===== src/design/scc_fifo.sv =====
// ----------------------------------------------------------------------------
// scc_fifo
// Short record queue between the classifying front and the result back end.
// ----------------------------------------------------------------------------
module scc_fifo #(
  parameter int WIDTH = 176,
  parameter int DEPTH = 4
) (
  input  logic                       clk,
  input  logic                       rst,
  input  logic                       push,
  input  logic [WIDTH-1:0]           wdata,
  input  logic                       pop,
  output logic [WIDTH-1:0]           rdata,
  output logic                       nonempty,
  output logic [$clog2(DEPTH+1)-1:0] count
);

  localparam int AW = $clog2(DEPTH);

  logic [WIDTH-1:0] mem [DEPTH];
  logic [AW-1:0]    wp;
  logic [AW-1:0]    rp;

  assign rdata    = mem[rp];
  assign nonempty = (count != '0);

  always_ff @(posedge clk) begin
    if (rst) begin
      wp    <= '0;
      rp    <= '0;
      count <= '0;
    end else begin
      if (push) wp <= wp + 1'b1;
      if (pop)  rp <= rp + 1'b1;
      if (push && !pop)      count <= count + 1'b1;
      else if (!push && pop) count <= count - 1'b1;
    end
  end

  always_ff @(posedge clk) begin
    if (push) mem[wp] <= wdata;
  end

endmodule


===== config.mk =====
export PLATFORM = sky130hd
export DESIGN_NAME = scc_fifo
export DESIGN_NICKNAME = d
export VERILOG_FILES = /design/src/design/scc_fifo.sv
export SDC_FILE = /design/constraint.sdc
export NUM_CORES = 1
export LEC_CHECK = 0
export CORE_ASPECT_RATIO = 1.25
export CORE_MARGIN = 1.5
export CORE_UTILIZATION = 53
export CTS_BUF_LIST = sky130_fd_sc_hd__clkbuf_8 sky130_fd_sc_hd__clkbuf_16
export DETAILED_ROUTE_END_ITERATION = 7
export DONT_BUFFER_PORTS = 1
export PLACE_DENSITY = 0.65
export SLEW_MARGIN = 5
export SYNTH_ARGS = -nofsm -noshare
export SYNTH_HDL_FRONTEND = slang
export SYNTH_SLANG_ARGS = --single-unit

===== constraint.sdc =====
create_clock -name clk -period 8.8 [get_ports clk]
set_input_delay 0.88 -clock clk [delete_from_list [all_inputs] [get_ports clk]]
set_output_delay 0.88 -clock clk [all_outputs]
set_load 0.01 [all_outputs]

# Word level (Yosys, flattened, before mapping)
# Memory sizes are Yosys's and may differ from the RTL's. A register that Yosys moved wholly into a read port is not among the register bits.
# Cells that the tools add are included.
[totals]
ff_bits = 7
latch_bits = 0
mem_bits_rw = 704
rom_bits = 0
input_bits = 180
output_inout_bits = 180
word_cells = 20
n_memories = 1
[classes]
add_sub_neg = 4
mul = 0
div_mod_pow = 0
magnitude_cmp = 0
eq_ne = 0
shifts = 0
muxes = 6
n_bitwise = 0
reduce_logical = 6
[mem_list]
columns = ["memory", "depth", "word_bits", "rd", "rd_ports_with_merged_regs", "write_ports", "line_no", "text"]
rows = [
  ["mem", 4, 176, 1, 1, 1, "21", "logic [WIDTH-1:0] mem [DEPTH];"],
]
[ops]
columns = ["operator", "n"]
rows = [
  ["$mux 3", 2],
  ["$add 2x1->2 const B", 2],
  ["$mux 2", 2],
  ["$add 3x1->3 const B", 1],
  ["$reduce_bool 3->1", 1],
  ["$sub 3x1->3 const B", 1],
  ["$logic_and 1x1->1", 2],
  ["$logic_not 1->1", 2],
  ["$mux 1", 2],
  ["$reduce_bool 2->1", 1],
]

# Longest topological paths before layout
[logic_depth]
depth_word = 4
ltp_mapped = 7
mapped_depth_nobuf = 7

# Worst setup path before layout
# Ideal clock, no wire load.
[synth_path]
path_kind = "input port to flip-flop"
from = "in push"
to = "mem mem[0][0], enable pin"
setup_time_ns = 0.557
arrival_time_ns = 4.883
slack_ns = 3.361
path_stages = 1
n_path_buf = 0
cell_sequence = "and2_1"
[synth_between]
elab_chain_len = 2
[synth_rtl]
columns = ["element", "line_no", "text"]
rows = [
  ["start: declaration", "11", "input logic push,"],
  ["$mux 1", "42", "if (push) mem[wp] <= wdata;"],
  ["$mux 1 (not written as such)", "42", ""],
  ["end: declaration", "21", ""],
]
# Every way passes these cells.

==> tab_implementation.tex <==
\begin{tabular}{lr}
\hline
Metric & Value \\
\hline
\multicolumn{2}{l}{\textbf{Pwr}} \\
\quad Maximum VDD drop & 0.228 mV \\
\quad Power per unit of standard cell area & 251 mW/mm\^{}2 \\
\quad Static power due to leakage & 8.76 nW \\
\multicolumn{2}{l}{\textbf{Clocking}} \\
\quad Number of buffers inserted to repair setup after CTS & 0 \\
\quad Clock tree from TritonCTS & yes \\
\quad Clock buffer count from CTS & 66 \\
\quad Clock-pin slew reported for the worst setup and hold paths after clock tree synthesis & 60 ps \\
\quad Number of gates resized after cts & 0 \\
\quad Clock latency at the later pin of the worst-skew pair & between 500 and 600 ps \\
\quad Cts hold-fix bufs & 0 \\
\quad Maximum number of buffers from clock root to sink & 3 \\
\quad Cell at the root of the clock tree & clkbuf\_16 \\
\quad \# H-tree levels & 3 \\
\quad Number of clock sinks & roughly 710 \\
\multicolumn{2}{l}{\textbf{Hold path}} \\
\quad Min-Delay Startpoint & rst \\
\quad Min-delay worst type & primary input to register \\
\quad End point of the worst hold path & count[2]\$\_SDFFE\_PP0P\_ \\
\quad Cell count of the worst hold path & 1 \\
\multicolumn{2}{l}{\textbf{Global route}} \\
\quad Number of antenna violations at the first check in global routing & 0 \\
\quad Grt ovf & 0 \\
\quad Vias in the first global route & 10800 \\
\quad Pin count of the biggest net entering global routing & 115 \\
\quad GRT Resource Usage Total & 19.4\% \\
\quad Wire length of the first global-routing pass & approximately 70000 um \\
\multicolumn{2}{l}{\textbf{Run status}} \\
\quad Outcome & finished clean \\
\multicolumn{2}{l}{\textbf{STA}} \\
\quad Setup Total Neg Slack & 0 ps \\
\quad Part of the cycle the worst path needs & between 40 and 50\% \\
\quad Final Hold Slack & around 360 ps \\
\quad Setup Skew & 12.8 ps \\
\quad Shortest period the worst path allows & 3880 ps \\
\quad Relative slew slack & 25.8\% \\
\quad Number of hold violations in the final report & 0 \\
\quad Unrepaired setup endpoints after global routing & false \\
\quad Number of failing setup endpoints in the final timing report & 0 \\
\quad Achievable Freq & between 0.2 and 0.3 GHz \\
\quad Slew of the pin with the lowest slew margin & 1110 ps \\
\quad Final Max Tran Viols & 0 \\
\multicolumn{2}{l}{\textbf{Logic synthesis}} \\
\quad Total of flip-flops plus latches after synthesis & roughly 700 \\
\quad Area fraction in compound gates after synthesis & less than 1\% \\
\quad Most used standard cells in the synthesized netlist & 704 x edfxtp\_1, 176 x mux4\_2, 19 x buf\_2 \\
\quad Number of instances in the synthesized netlist & 963 \\
\quad Synth area leader & edfxtp\_1 \\
\quad Number of enable flip-flop cells after synthesis & 704 \\
\quad Dominant combinational cell family by area after synthesis & multiplexers \\
\quad Share of flip-flops with an asynchronous set or reset after synthesis & 0\% \\
\quad Number of synthesis warnings & 0 \\
\quad Number of distinct standard cells referenced by the synthesized netlist & 19 \\
\quad Post-synthesis xor/xnor area fraction & less than 1\% \\
\quad Post-synthesis sequential area ratio & 82.5\% \\
\quad Post-synthesis mux area share & 15.4\% \\
\quad Most frequent cell after synthesis & edfxtp\_1 \\
\quad Syn Area/Cell & 26.8 sq um \\
\quad Main flop type after synthesis & edfxtp\_1 \\
\quad Fraction of post-synthesis cell area in the top cell type by area & 81.8\% \\
\quad Biggest area contributors in the synthesized netlist & edfxtp\_1 82\%, mux4\_2 15\%, buf\_6 0.74\%, dfxtp\_1 0.70\%, buf\_2 0.37\% \\
\quad Total nets after synthesis & 1149 \\
\quad Area of the mapped netlist & about 0.026 sq mm \\
\quad Post-synthesis share of cell area spent on full adders, half adders and majority gates & less than 1\% \\
\quad Simple-gate portion of the synthesized area & 0.262\% \\
\multicolumn{2}{l}{\textbf{Worst setup path}} \\
\quad Launch point of the worst reg-to-reg path & wp[0]\$\_SDFFE\_PP0P\_ \\
\quad Arrival time worst endpoint & 3000 ps \\
\quad Cells along the critical path & buf\_12 -> mux4\_2 \\
\quad Critical path launch point type & register \\
\quad Setup slack on the worst flop-to-flop path & 6130 ps \\
\quad Crit-path max FO & 114 \\
\quad Setup crit end kind & output pin \\
\quad Number of cells on the worst reg-to-reg path & 4 \\
\quad Required time of the critical path & approximately 7900 ps \\
\quad R2r endpoint & mem[0][18]\$\_DFFE\_PP\_ \\
\quad Cell type of the slowest stage on the worst timing path & dfxtp\_4 \\
\quad CP Class & register to output pin \\
\quad Highest cell delay on the worst timing path & about 740 ps \\
\multicolumn{2}{l}{\textbf{Floorplanning}} \\
\quad Horizontal die dimension & between 200 and 250 um \\
\quad Initial standard-cell utilization of the core & around 54\% \\
\quad Number of I/O pins & 360 \\
\quad Overall die area & 0.0501 sq mm \\
\quad Number of placement rows & 90 \\
\quad Std-Cell Core Area & between 0.04 and 0.05 sq mm \\
\quad Die Y-Extent & 250 um \\
\multicolumn{2}{l}{\textbf{Job}} \\
\quad Total of max-cap violations & 0 \\
\multicolumn{2}{l}{\textbf{Place}} \\
\quad Port buffer count & 0 \\
\quad Hpwl dp & 27800 um \\
\quad Final RePlAce weighted congestion & 0.757 \\
\multicolumn{2}{l}{\textbf{Cells and area}} \\
\quad Utilization of the core after routing & 59.1\% \\
\quad Number of nets in the layout & 1188 \\
\quad Layout overhead on the synthesized area & 10.3\% \\
\quad Fraction of final layout cells sized beyond drive strength 1 & between 20 and 30\% \\
\quad Diode insertion count for antenna repair & 0 \\
\quad Fill cells & between 3000 and 4000 \\
\multicolumn{2}{l}{\textbf{Route}} \\
\quad Final routed DRC violation total & 0 \\
\quad Number of vias in the routed layout & 10100 \\
\quad Violation count after the first detailed-route iteration & 582 \\
\quad Routed vias/inst & 5.96 \\
\quad Detailed-routing iteration count for the pre-antenna-repair pass & 4 \\
\quad Remaining antenna violation count & 0 \\
\quad Wire length per cell & 28.1 um \\
\quad Final WL & 47700 um \\
\hline
\end{tabular}
## routing by layer
metal / share of wire, % / GRT usage, % / vias to the layer above
met5: 0 / 0 / -
met4: 2.2 / 6.96 / 0
met3: 9.3 / 7.60 / 62
met2: 52 / 32.4 / 316
met1: 37 / 22.9 / 5496
li1: - / - / 4240
## worst max path at each step
stage | from | to | slack (ps) | depth (start not counted)
2_1_floorplan | push | mem[0][0]$_DFFE_PP_ | 3360 | 1
3_3_place_gp | register | rdata[164] | 5460 | 2
3_5_place_dp | register | rdata[164] | 5460 | 2
4_1_cts | register | rdata[164] | 4790 | 2
5_1_grt | register | rdata[43] | 4640 | 2
6_report | register | rdata[88] | 4920 | 2
## placed cells by master, fill, tap and decap left out, types with 3 or more instances in the layout
cell type	n
edfxtp_1	704
mux4_2	176
clkbuf_16	71
inv_1	19
clkinv_2	13
clkinv_1	13
buf_4	11
nor2_1	7
dfxtp_1	7
ha_1	5
and2_4	4
clkinvlp_4	4
xor2_1	3
## cell type report
cell class	instances	area, sq um	area share, %
flip-flops and latches	713	21300	74.8
multi-input cells	205	4200	14.7
clock buffers	71	1780	6.24
well taps	644	806	2.83
clock inverters	48	269	0.944
repair buffers	12	103	0.360
inverters	4	15.0	0.0527
## metrics by stage
stage	power [mW]	area (sq um)	setup slack [ps]	instances
after floorplan	4.45	25800	3360	963
after global placement	4.56	26400	5460	1578
after detailed placement	4.56	26400	5460	1578
after CTS	7.24	28500	4790	1697
after global routing	7.38	28500	4640	1697
final	7.14	28500	4920	1697
## worst max-delay path: cells and delay by family (launching register included)
kind / cells / cell delay, ps
mux: 1 / 690
flops: 1 / 740
buf+inv: 1 / 640
## flip-flops by register name, summed over array words and instances, names as in the netlist, named ones only
| signal | count |
|---|---|
| rp | 2 |
| count | 3 |
| wp | 2 |
| mem | 704 |
## logic make-up after synthesis
family,count (synthesis)
adder cells (fa/ha/maj),6
XOR/XNOR,5
AND/OR/NAND/NOR,14
multiplexers,178
AO/OA/AOI/OAI,2
flip-flops,713
buffers and inverters,45
## power by group
group          switching (mW)  internal [mW]  total (mW)
clock                    1.16           1.51        2.67
sequential             0.0533           3.91        3.96
combinational           0.306          0.202       0.508
Power figures use the tool's default switching activity.
