**config.mk**
```make
export PLATFORM = sky130hd
export DESIGN_NAME = scc_back
export DESIGN_NICKNAME = d
export VERILOG_FILES = /design/src/design/scc_pkg.sv /design/src/design/scc_back.sv
export SDC_FILE = /design/constraint.sdc
export NUM_CORES = 1
export LEC_CHECK = 0
export ABC_CLOCK_PERIOD_IN_PS = 12900
export BUFFER_PORTS_ARGS = -buffer_cell sky130_fd_sc_hd__buf_2
export CAP_MARGIN = 20
export CORE_UTILIZATION = 45
export CTS_CLUSTER_DIAMETER = 100
export CTS_CLUSTER_SIZE = 28
export DETAILED_ROUTE_END_ITERATION = 16
export MAX_ROUTING_LAYER = met4
export PLACE_DENSITY_LB_ADDON = 0.12
export SYNTH_ARGS = -nofsm -noshare
export SYNTH_HDL_FRONTEND = slang
export SYNTH_SLANG_ARGS = --single-unit
```
**constraint.sdc**
```tcl
create_clock -name clk -period 12.9 [get_ports clk]
set_clock_uncertainty 0.15 [all_clocks]
set_input_delay 1.29 -clock clk [delete_from_list [all_inputs] [get_ports clk]]
set_output_delay 1.29 -clock clk [all_outputs]
set_load 0.01 [all_outputs]
```
**src/design/scc_pkg.sv**
```systemverilog
// ----------------------------------------------------------------------------
// scc_pkg
// Shared constants, codes and elaboration-time log tables for the sector
// content classifier.
// ----------------------------------------------------------------------------
package scc_pkg;

  localparam int BLOCK_BYTES_DEF   = 512;
  localparam int MAX_PERIOD_DEF    = 19;
  localparam int ENTROPY_FRAC_DEF  = 16;

  localparam int HDR_LEN           = 11;
  localparam int JPEG_MIN_DISTINCT = 220;
  localparam int PAIR_MAX          = 1023;
  localparam int PAIR_MIN          = 2;

  localparam int THRESH_W          = 20;
  localparam logic [THRESH_W-1:0] THRESH_RESET = 20'd458752;

  // register addresses on the APB port
  localparam logic [1:0] REG_THRESH = 2'd0;

  localparam int PLEN_W            = 5;
  localparam int BLK_W             = 16;
  // record head: block number, class, period, header flag
  localparam int REC_HEAD_W        = BLK_W + 2 + PLEN_W + 1;

  localparam int DELTA_W           = 40;   // one step of c*L(c), below 2^37
  localparam int SUM_W             = 50;   // running sum of c*L(c)
  localparam int FIFO_DEPTH        = 4;

  localparam logic [7:0] MARK_FF   = 8'hFF;
  localparam logic [7:0] MARK_00   = 8'h00;

  typedef enum logic [1:0] {
    KIND_CONST = 2'd0,
    KIND_JPEG  = 2'd1,
    KIND_COMP  = 2'd2,
    KIND_HDR   = 2'd3
  } kind_t;

  typedef enum logic [1:0] {
    CLS_NONE  = 2'd0,
    CLS_CONST = 2'd1,
    CLS_JPEG  = 2'd2,
    CLS_COMP  = 2'd3
  } cls_t;

  // volume header signature, byte by byte
  function automatic logic [7:0] hdr_sig(input logic [3:0] i);
    logic [7:0] s;
    case (i)
      4'd0:    s = 8'hEB;
      4'd1:    s = 8'h52;
      4'd2:    s = 8'h90;
      4'd3:    s = 8'h2D;
      4'd4:    s = 8'h46;
      4'd5:    s = 8'h56;
      4'd6:    s = 8'h45;
      4'd7:    s = 8'h2D;
      4'd8:    s = 8'h46;
      4'd9:    s = 8'h53;
      4'd10:   s = 8'h2D;
      default: s = 8'h00;
    endcase
    return s;
  endfunction

  // log2(c), 32 fraction bits, truncated; elaboration only
  function automatic logic [63:0] log2_fixed(input int unsigned c);
    int unsigned k;
    int          i;
    logic [127:0] y;
    logic [31:0]  fr;
    k  = 0;
    fr = '0;
    while (k < 31 && (c >> (k + 1)) != 0) k++;
    y = 128'(c) << (31 - k);
    for (i = 0; i < 32; i++) begin
      y  = (y * y) >> 31;
      fr = {fr[30:0], 1'b0};
      if (y >= 128'h1_0000_0000) begin
        y     = y >> 1;
        fr[0] = 1'b1;
      end
    end
    return {k[31:0], fr};
  endfunction

  // c*L(c) - (c-1)*L(c-1)
  function automatic logic [DELTA_W-1:0] log_delta(input int unsigned c);
    logic [127:0] t1;
    logic [127:0] t0;
    t1 = '0;
    t0 = '0;
    if (c > 1) begin
      t1 = 128'(c) * 128'(log2_fixed(c));
      t0 = 128'(c - 1) * 128'(log2_fixed(c - 1));
    end
    return DELTA_W'(t1 - t0);
  endfunction

  // N * L(N)
  function automatic logic [SUM_W-1:0] block_nln(input int unsigned n);
    logic [127:0] t;
    t = 128'(n) * 128'(log2_fixed(n));
    return SUM_W'(t);
  endfunction

endpackage

```
**src/design/scc_back.sv**
```systemverilog
// ----------------------------------------------------------------------------
// scc_back
// Expands one block record into its result beats behind an output register.
// ----------------------------------------------------------------------------
module scc_back #(
  parameter int MAX_PERIOD = 19
) (
  input  logic                                        clk,
  input  logic                                        rst,
  input  logic                                        rec_valid,
  input  logic [scc_pkg::REC_HEAD_W+8*MAX_PERIOD-1:0] rec,
  output logic                                        pop,
  output logic [scc_pkg::BLK_W-1:0]                   block_number,
  output logic [1:0]                                  kind,
  output logic [scc_pkg::PLEN_W-1:0]                  pattern_len,
  output logic [7:0]                                  pattern_byte,
  output logic                                        last,
  output logic                                        result_valid,
  input  logic                                        result_stall
);

  import scc_pkg::*;

  localparam int PRE_W = 8 * MAX_PERIOD;
  localparam int REC_W = REC_HEAD_W + PRE_W;

  logic              busy;
  logic [REC_W-1:0]  ent;
  logic [PLEN_W-1:0] idx;

  cls_t              e_cls;
  logic [PLEN_W-1:0] e_plen;
  logic              e_hdr;
  logic [BLK_W-1:0]  e_blk;
  logic [PLEN_W-1:0] n_cls;
  logic [PLEN_W-1:0] n_tot;
  logic              item_last;
  logic              take;
  logic [7:0]        pbyte;

  assign e_hdr  = ent[PRE_W];
  assign e_plen = ent[PRE_W+1 +: PLEN_W];
  assign e_cls  = cls_t'(ent[PRE_W+1+PLEN_W +: 2]);
  assign e_blk  = ent[PRE_W+3+PLEN_W +: BLK_W];

  always_comb begin
    case (e_cls)
      CLS_CONST: n_cls = e_plen;
      CLS_JPEG:  n_cls = PLEN_W'(1);
      CLS_COMP:  n_cls = PLEN_W'(1);
      default:   n_cls = '0;
    endcase
    n_tot = n_cls + PLEN_W'(e_hdr);
    pbyte = '0;
    for (int i = 0; i < MAX_PERIOD; i++) begin
      if (idx == PLEN_W'(i)) pbyte = ent[8*i +: 8];
    end
  end

  assign item_last = (idx == n_tot - 1'b1);
  assign take      = !result_valid || !result_stall;
  assign pop       = !busy && rec_valid;

  always_ff @(posedge clk) begin
    if (rst) begin
      busy         <= 1'b0;
      idx          <= '0;
      result_valid <= 1'b0;
    end else begin
      if (take) result_valid <= busy;
      if (busy && take) begin
        idx <= idx + 1'b1;
        if (item_last) busy <= 1'b0;
      end else if (pop) begin
        busy <= 1'b1;
        idx  <= '0;
      end
    end
  end

  always_ff @(posedge clk) begin
    if (pop) ent <= rec;
    if (busy && take) begin
      block_number <= e_blk;
      last         <= item_last;
      if (idx < n_cls) begin
        case (e_cls)
          CLS_CONST: begin
            kind         <= KIND_CONST;
            pattern_len  <= e_plen;
            pattern_byte <= pbyte;
          end
          CLS_JPEG: begin
            kind         <= KIND_JPEG;
            pattern_len  <= '0;
            pattern_byte <= '0;
          end
          default: begin
            kind         <= KIND_COMP;
            pattern_len  <= '0;
            pattern_byte <= '0;
          end
        endcase
      end else begin
        kind         <= KIND_HDR;
        pattern_len  <= '0;
        pattern_byte <= '0;
      end
    end
  end

endmodule

```
---- After elaboration in Yosys (flattened, before gate mapping) ----
Cells that the tools add are included.
storage, ports and cells
  register bits after elaboration ......... 215
  output and inout port bits .............. 34
  word-level logic and storage cells ...... 73
cells by class
  muxes and demuxes ....................... 26
  reductions and logical operators ........ 11
  add/sub/neg operators ................... 3
  eq/ne operators ......................... 23
  $lt $le $gt $ge ......................... 1
operator list
  kind                                                                    number
  8-bit 2-to-1 mux                                                        19
  5-bit by 4-bit equality test with 1-bit output (second input constant)  8
  5-bit by 3-bit equality test with 1-bit output (second input constant)  4
  5-bit equality test (second input constant)                             3
  5-bit by 2-bit equality test with 1-bit output (second input constant)  2
  5-bit 2-to-1 mux                                                        2
  5-bit case mux with 2 select lines                                      1
  5-bit by 1-bit adder with 5-bit output                                  1
  5-bit by 1-bit adder with 5-bit output (second input constant)          1
  5-bit by 1-bit equality test with 1-bit output (second input constant)  1
  5-bit equality test                                                     1
  5-bit logical NOT                                                       1
  5-bit less-than comparator                                              1
  5-bit by 1-bit subtractor with 5-bit output (second input constant)     1
  2-bit equality test (second input constant)                             2
  2-bit case mux with 2 select lines                                      1
  2-bit AND reduction                                                     2
  1-bit logical NOT                                                       3
  1-bit 2-to-1 mux                                                        3
  2-bit by 1-bit equality test with 1-bit output (second input constant)  1
  1-bit logical AND                                                       2
  2-bit inequality test (second input constant)                           1
  2-bit nonzero test                                                      1
  2-bit OR reduction                                                      1
  1-bit logical OR                                                        1

---- Logic depth before layout (Yosys ltp) ----
  depth in word-level cells ............... 20
  gate-level depth with buffers ........... 12
  mapped depth without buffers ............ 11

---- Worst setup path after synthesis ----
No wires, ideal clock.
  kind .................................... input -> output
  start point ............................. input port rec_valid
  end point ............................... output port pop
  setup slack ............................. 6.589 ns
  required time ........................... 11.460 ns
  stages on the path ...................... 2
  data arrival time ....................... 4.871 ns
  cells stage by stage .................... nand2b_1 > inv_1
between the ends
  longest elaborated chain between the ends .. 1
ends and longest elaborated chain
  element            line            RTL
  from (decl)        scc_back.sv:10  input logic rec_valid,
  1-bit logical AND  scc_back.sv:62  assign pop = !busy && rec_valid;
  to (decl)          scc_back.sv:12  output logic pop,
No other way between the ends.

---- Final worst setup path ----
  start point ............................. register idx[0]
  end point ............................... register pattern_byte[1], data pin
between the ends
  longest elaborated chain between the ends .. 20
  elaborated cells on any way between the ends .. 40
  classes of those cells .................. order compare: 1; eq/ne: 18; mux: 19; reduce/logical: 2
ends and longest elaborated chain
  element                          line            RTL
  from (decl)                      scc_back.sv:29  logic [PLEN_W-1:0] idx;
  from (signal assigned)           scc_back.sv:72  idx <= idx + 1'b1;
  5-bit logical NOT                scc_back.sv:56  if (idx == PLEN_W'(i)) pbyte = ent[8*i +: 8];
  8-bit 2-to-1 mux (19 in series)  scc_back.sv:56
  to (signal assigned)             scc_back.sv:91  pattern_byte <= pbyte;
  to (decl)                        scc_back.sv:16  output logic [7:0] pattern_byte,
Parallel ways exist; a longest one is shown, timed or not.
A chain may end at the register's enable or synchronous reset.

==> results.tsv <==
stage	metric	value	unit
synthesis	synth_top_area_share	70.05	%
drt	dr.pass1.iters	5	
final_layout	final_cell_mix	buf_2 (213), edfxtp_1 (208), nand2_1 (42)	
place	post_dp_cell_area	10240	sq um
clocking	ctsRootBufferMaster	clkbuf_16	
place	dpl.cell_count	1087	
sta	fmaxAchievable	0.2657	GHz
die	dieHeight	142.8	microns
synthesis	synth.avg_cell_area	14.11	sq um
synthesis	synth_area	8916	sq um
worst_hold_path	min_from	ent[162]$_DFFE_PP_	
clocking	clk_latency	0.47	ns
place	hpwl	15970	microns
grt	overflow	0	
setup_path	rr_endpoint	pattern_byte[1]$_SDFFCE_PN0P_	
setup_path	critPathMaxFanout	24	
status	run_status	finished, final reports clean	
final_layout	drive_gt1_share	29.80	%
sta	relSlewSlack	40.89	%
clocking	cts_made_buffers	11	
grt	grt_max_degree	71	
synthesis	synth-seq-cells	215	
synthesis	ys_seq_area_share	71.63	%
grt	grt_usage	23.16	%
die	core_region_area	19460	sq um
synthesis	yosys-top-cells-area	edfxtp_1 (70%), a21oi_1 (2.3%), ha_1 (2.2%), o21ai_0 (2.0%), nand2_1 (1.8%)	
worst_hold_path	hold_path_depth	0	
sta	rsz0062_at_grt	false	
sta	finalSetupTns	0	ns
final_layout	multiInputGateArea	2295	sq um
final_layout	seqCellArea	6386	sq um
die	die_x	142.8	microns
synthesis	yosysUniqueCellTypes	69	
die	ios	214	
place	place_congestion	0.8705	
grt	grt_pass1_vias	6101	
synthesis	synth_nets	828	
setup_path	critical_path.startpoint_type	flip-flop	
synthesis	synth-async-reset-ratio	0	%
drt	vias_per_cell	5.561	
final_layout	layout.cells.most_common	buf_2	
setup_path	reg2reg_from	idx[0]$_SDFFE_PP0P_	
clocking	hold_buffers	0	
clocking	post-cts-setup-buffer-count	0	
pwr	power_density	126.7	nW/um^2
sta	period_needed	3.764	ns
pwr	power_leakage	3.911	nW
final_layout	fill_cells	1691	
sta	hold_slack	0.2806	ns
final_layout	finalNonFillerCells	1106	
final_layout	final_util	54.21	%
setup_path	cp.required	13.03	ns
place	port-buffer-count	213	
pwr	irDropWorstVdd	0.09658	mV
drt	wirelength	22890	microns
die	dieArea	20380	sq um
synthesis	synth_top_cell_by_area	edfxtp_1	
setup_path	endpoint_kind	flip-flop	
drt	drcViolationCount	0	
clocking	path_clk_slew	0.11	ns
worst_hold_path	hold_path_end	block_number[2]$_DFFE_PP_	
sta	setup_viol	0	
clocking	cts_buffer_depth	3	
die	initial_core_util	45.81	%
setup_path	worstSetupPathType	reg2reg	
drt	routed-via-count	6151	
drt	drt_iter0_markers	513	
clocking	ctsResizeCount	0	
setup_path	ff2ff_setup_slack	9.14	ns
final_layout	fin_area	10550	sq um
flow_run	maxCapViolCount	0	
sta	hold_viol_final	0	
synthesis	synth_warnings	0	
drt	postRouteAntennaNets	0	
grt	antenna_found_initial	2	
worst_hold_path	hp-class	reg2reg	
sta	period_share	29.18	%
clocking	h-tree-depth	1	
setup_path	cp.arrival	3.90	ns
synthesis	synth_ff_type	edfxtp_1	
final_layout	layout.nets	1031	
setup_path	reg2reg_depth	7	
grt	grt_pass1_wl	34180	microns
synthesis	syn_inst	632	
clocking	clock-sinks	215	
die	std_cell_rows	51	
drt	wire_per_inst	20.69	microns
sta	worst_pin_slew	0.8867	ns
sta	slew_violations	0	
clocking	cts_tree	yes	
synthesis	synth_edf_count	208	
final_layout	area.growth.synth_to_final	18.34	%
[area by class of cell]
class | count | share of cell area (%)
Clock inverter | 1 | 0.1067
Timing Repair Buffer | 223 | 10.81
Sequential cell | 215 | 60.52
Tap cell | 265 | 3.142
Multi-Input combinational cell | 362 | 21.75
Inverter | 22 | 0.8301
Clock buffer | 16 | 2.787
Antenna cell | 2 | 0.04743
[kinds of logic after synthesis]
| kind of cell | after synthesis | share of synthesized area [%] |
|---|---|---|
| buffers and inverters | 55 | 2.638 |
| XOR/XNOR | 8 | 0.7859 |
| AND/OR/NAND/NOR | 167 | 9.809 |
| AO/OA/AOI/OAI | 170 | 12.78 |
| flip-flops | 215 | 71.62 |
| adder cells (fa/ha/maj) | 16 | 2.245 |
| multiplexers | 1 | 0.1123 |
[through the flow]
step / power [mW] / worst slack [ns]
6_report: 1.337 / 9.136
5_1_grt: 1.382 / 8.917
4_1_cts: 1.348 / 9.080
3_5_place_dp: 0.9775 / 8.679
3_3_place_gp: 0.9737 / 8.812
2_1_floorplan: 0.9125 / 6.589
[sequential cells by signal (all words and copies together), names as in the netlist]
signal	flops
kind	2
block_number	16
result_valid	1
idx	5
ent	176
pattern_len	5
last	1
busy	1
pattern_byte	8
[cell usage after synthesis (5+ instances only)]
master,instances
xnor2_1,6
buf_2,11
inv_1,21
edfxtp_1,208
a211oi_1,7
clkbuf_1,17
a221oi_1,11
o211ai_1,7
or3_1,6
nand2b_1,7
nor2b_1,8
a22oi_1,9
nor3_1,12
nand3b_1,6
a21oi_1,41
a31oi_1,6
ha_1,16
nor2_1,36
a221o_1,5
nand3_1,20
dfxtp_1,7
nand2_1,42
o22ai_1,11
o21ai_0,36
[critical path, stage by stage (launching register included)]
cell      delay [ns]
dfxtp_1         0.49
ha_1            0.79
clkinv_1        0.56
nor3_2          0.61
a22oi_1         0.19
a211oi_1        0.31
a211oi_1        0.14
a221oi_1        0.33
[worst max-delay path by stage]
| stage | cells past startpoint | start | slack, ns | endpoint |
|---|---|---|---|---|
| 2_1_floorplan | 2 | rec_valid | 6.59 | pop |
| 3_3_place_gp | 5 | rec_valid | 8.81 | ent[143]$_DFFE_PP_ |
| 3_5_place_dp | 5 | rec_valid | 8.68 | ent[100]$_DFFE_PP_ |
| 4_1_cts | 7 | idx[1]$_SDFFE_PP0P_ | 9.08 | pattern_byte[1]$_SDFFCE_PN0P_ |
| 5_1_grt | 7 | idx[0]$_SDFFE_PP0P_ | 8.92 | pattern_byte[1]$_SDFFCE_PN0P_ |
| 6_report | 7 | idx[0]$_SDFFE_PP0P_ | 9.14 | pattern_byte[1]$_SDFFCE_PN0P_ |
[power breakdown]
part           internal, mW  total (mW)  switching [mW]
sequential            0.818       0.833          0.0151
clock                 0.163       0.376           0.213
combinational        0.0493       0.127          0.0781
total                  1.03        1.34           0.307
[metal layers]
layer | track usage, % | vias to the layer above | share of wire [%]
li1 | - | 2856 | -
met1 | 30.95 | 2974 | 42
met2 | 36.84 | 287 | 48
met3 | 2.985 | 34 | 6.4
met4 | 7.527 | 0 | 3.1
met5 | - | - | 0
(Power assumes the default switching activity.)
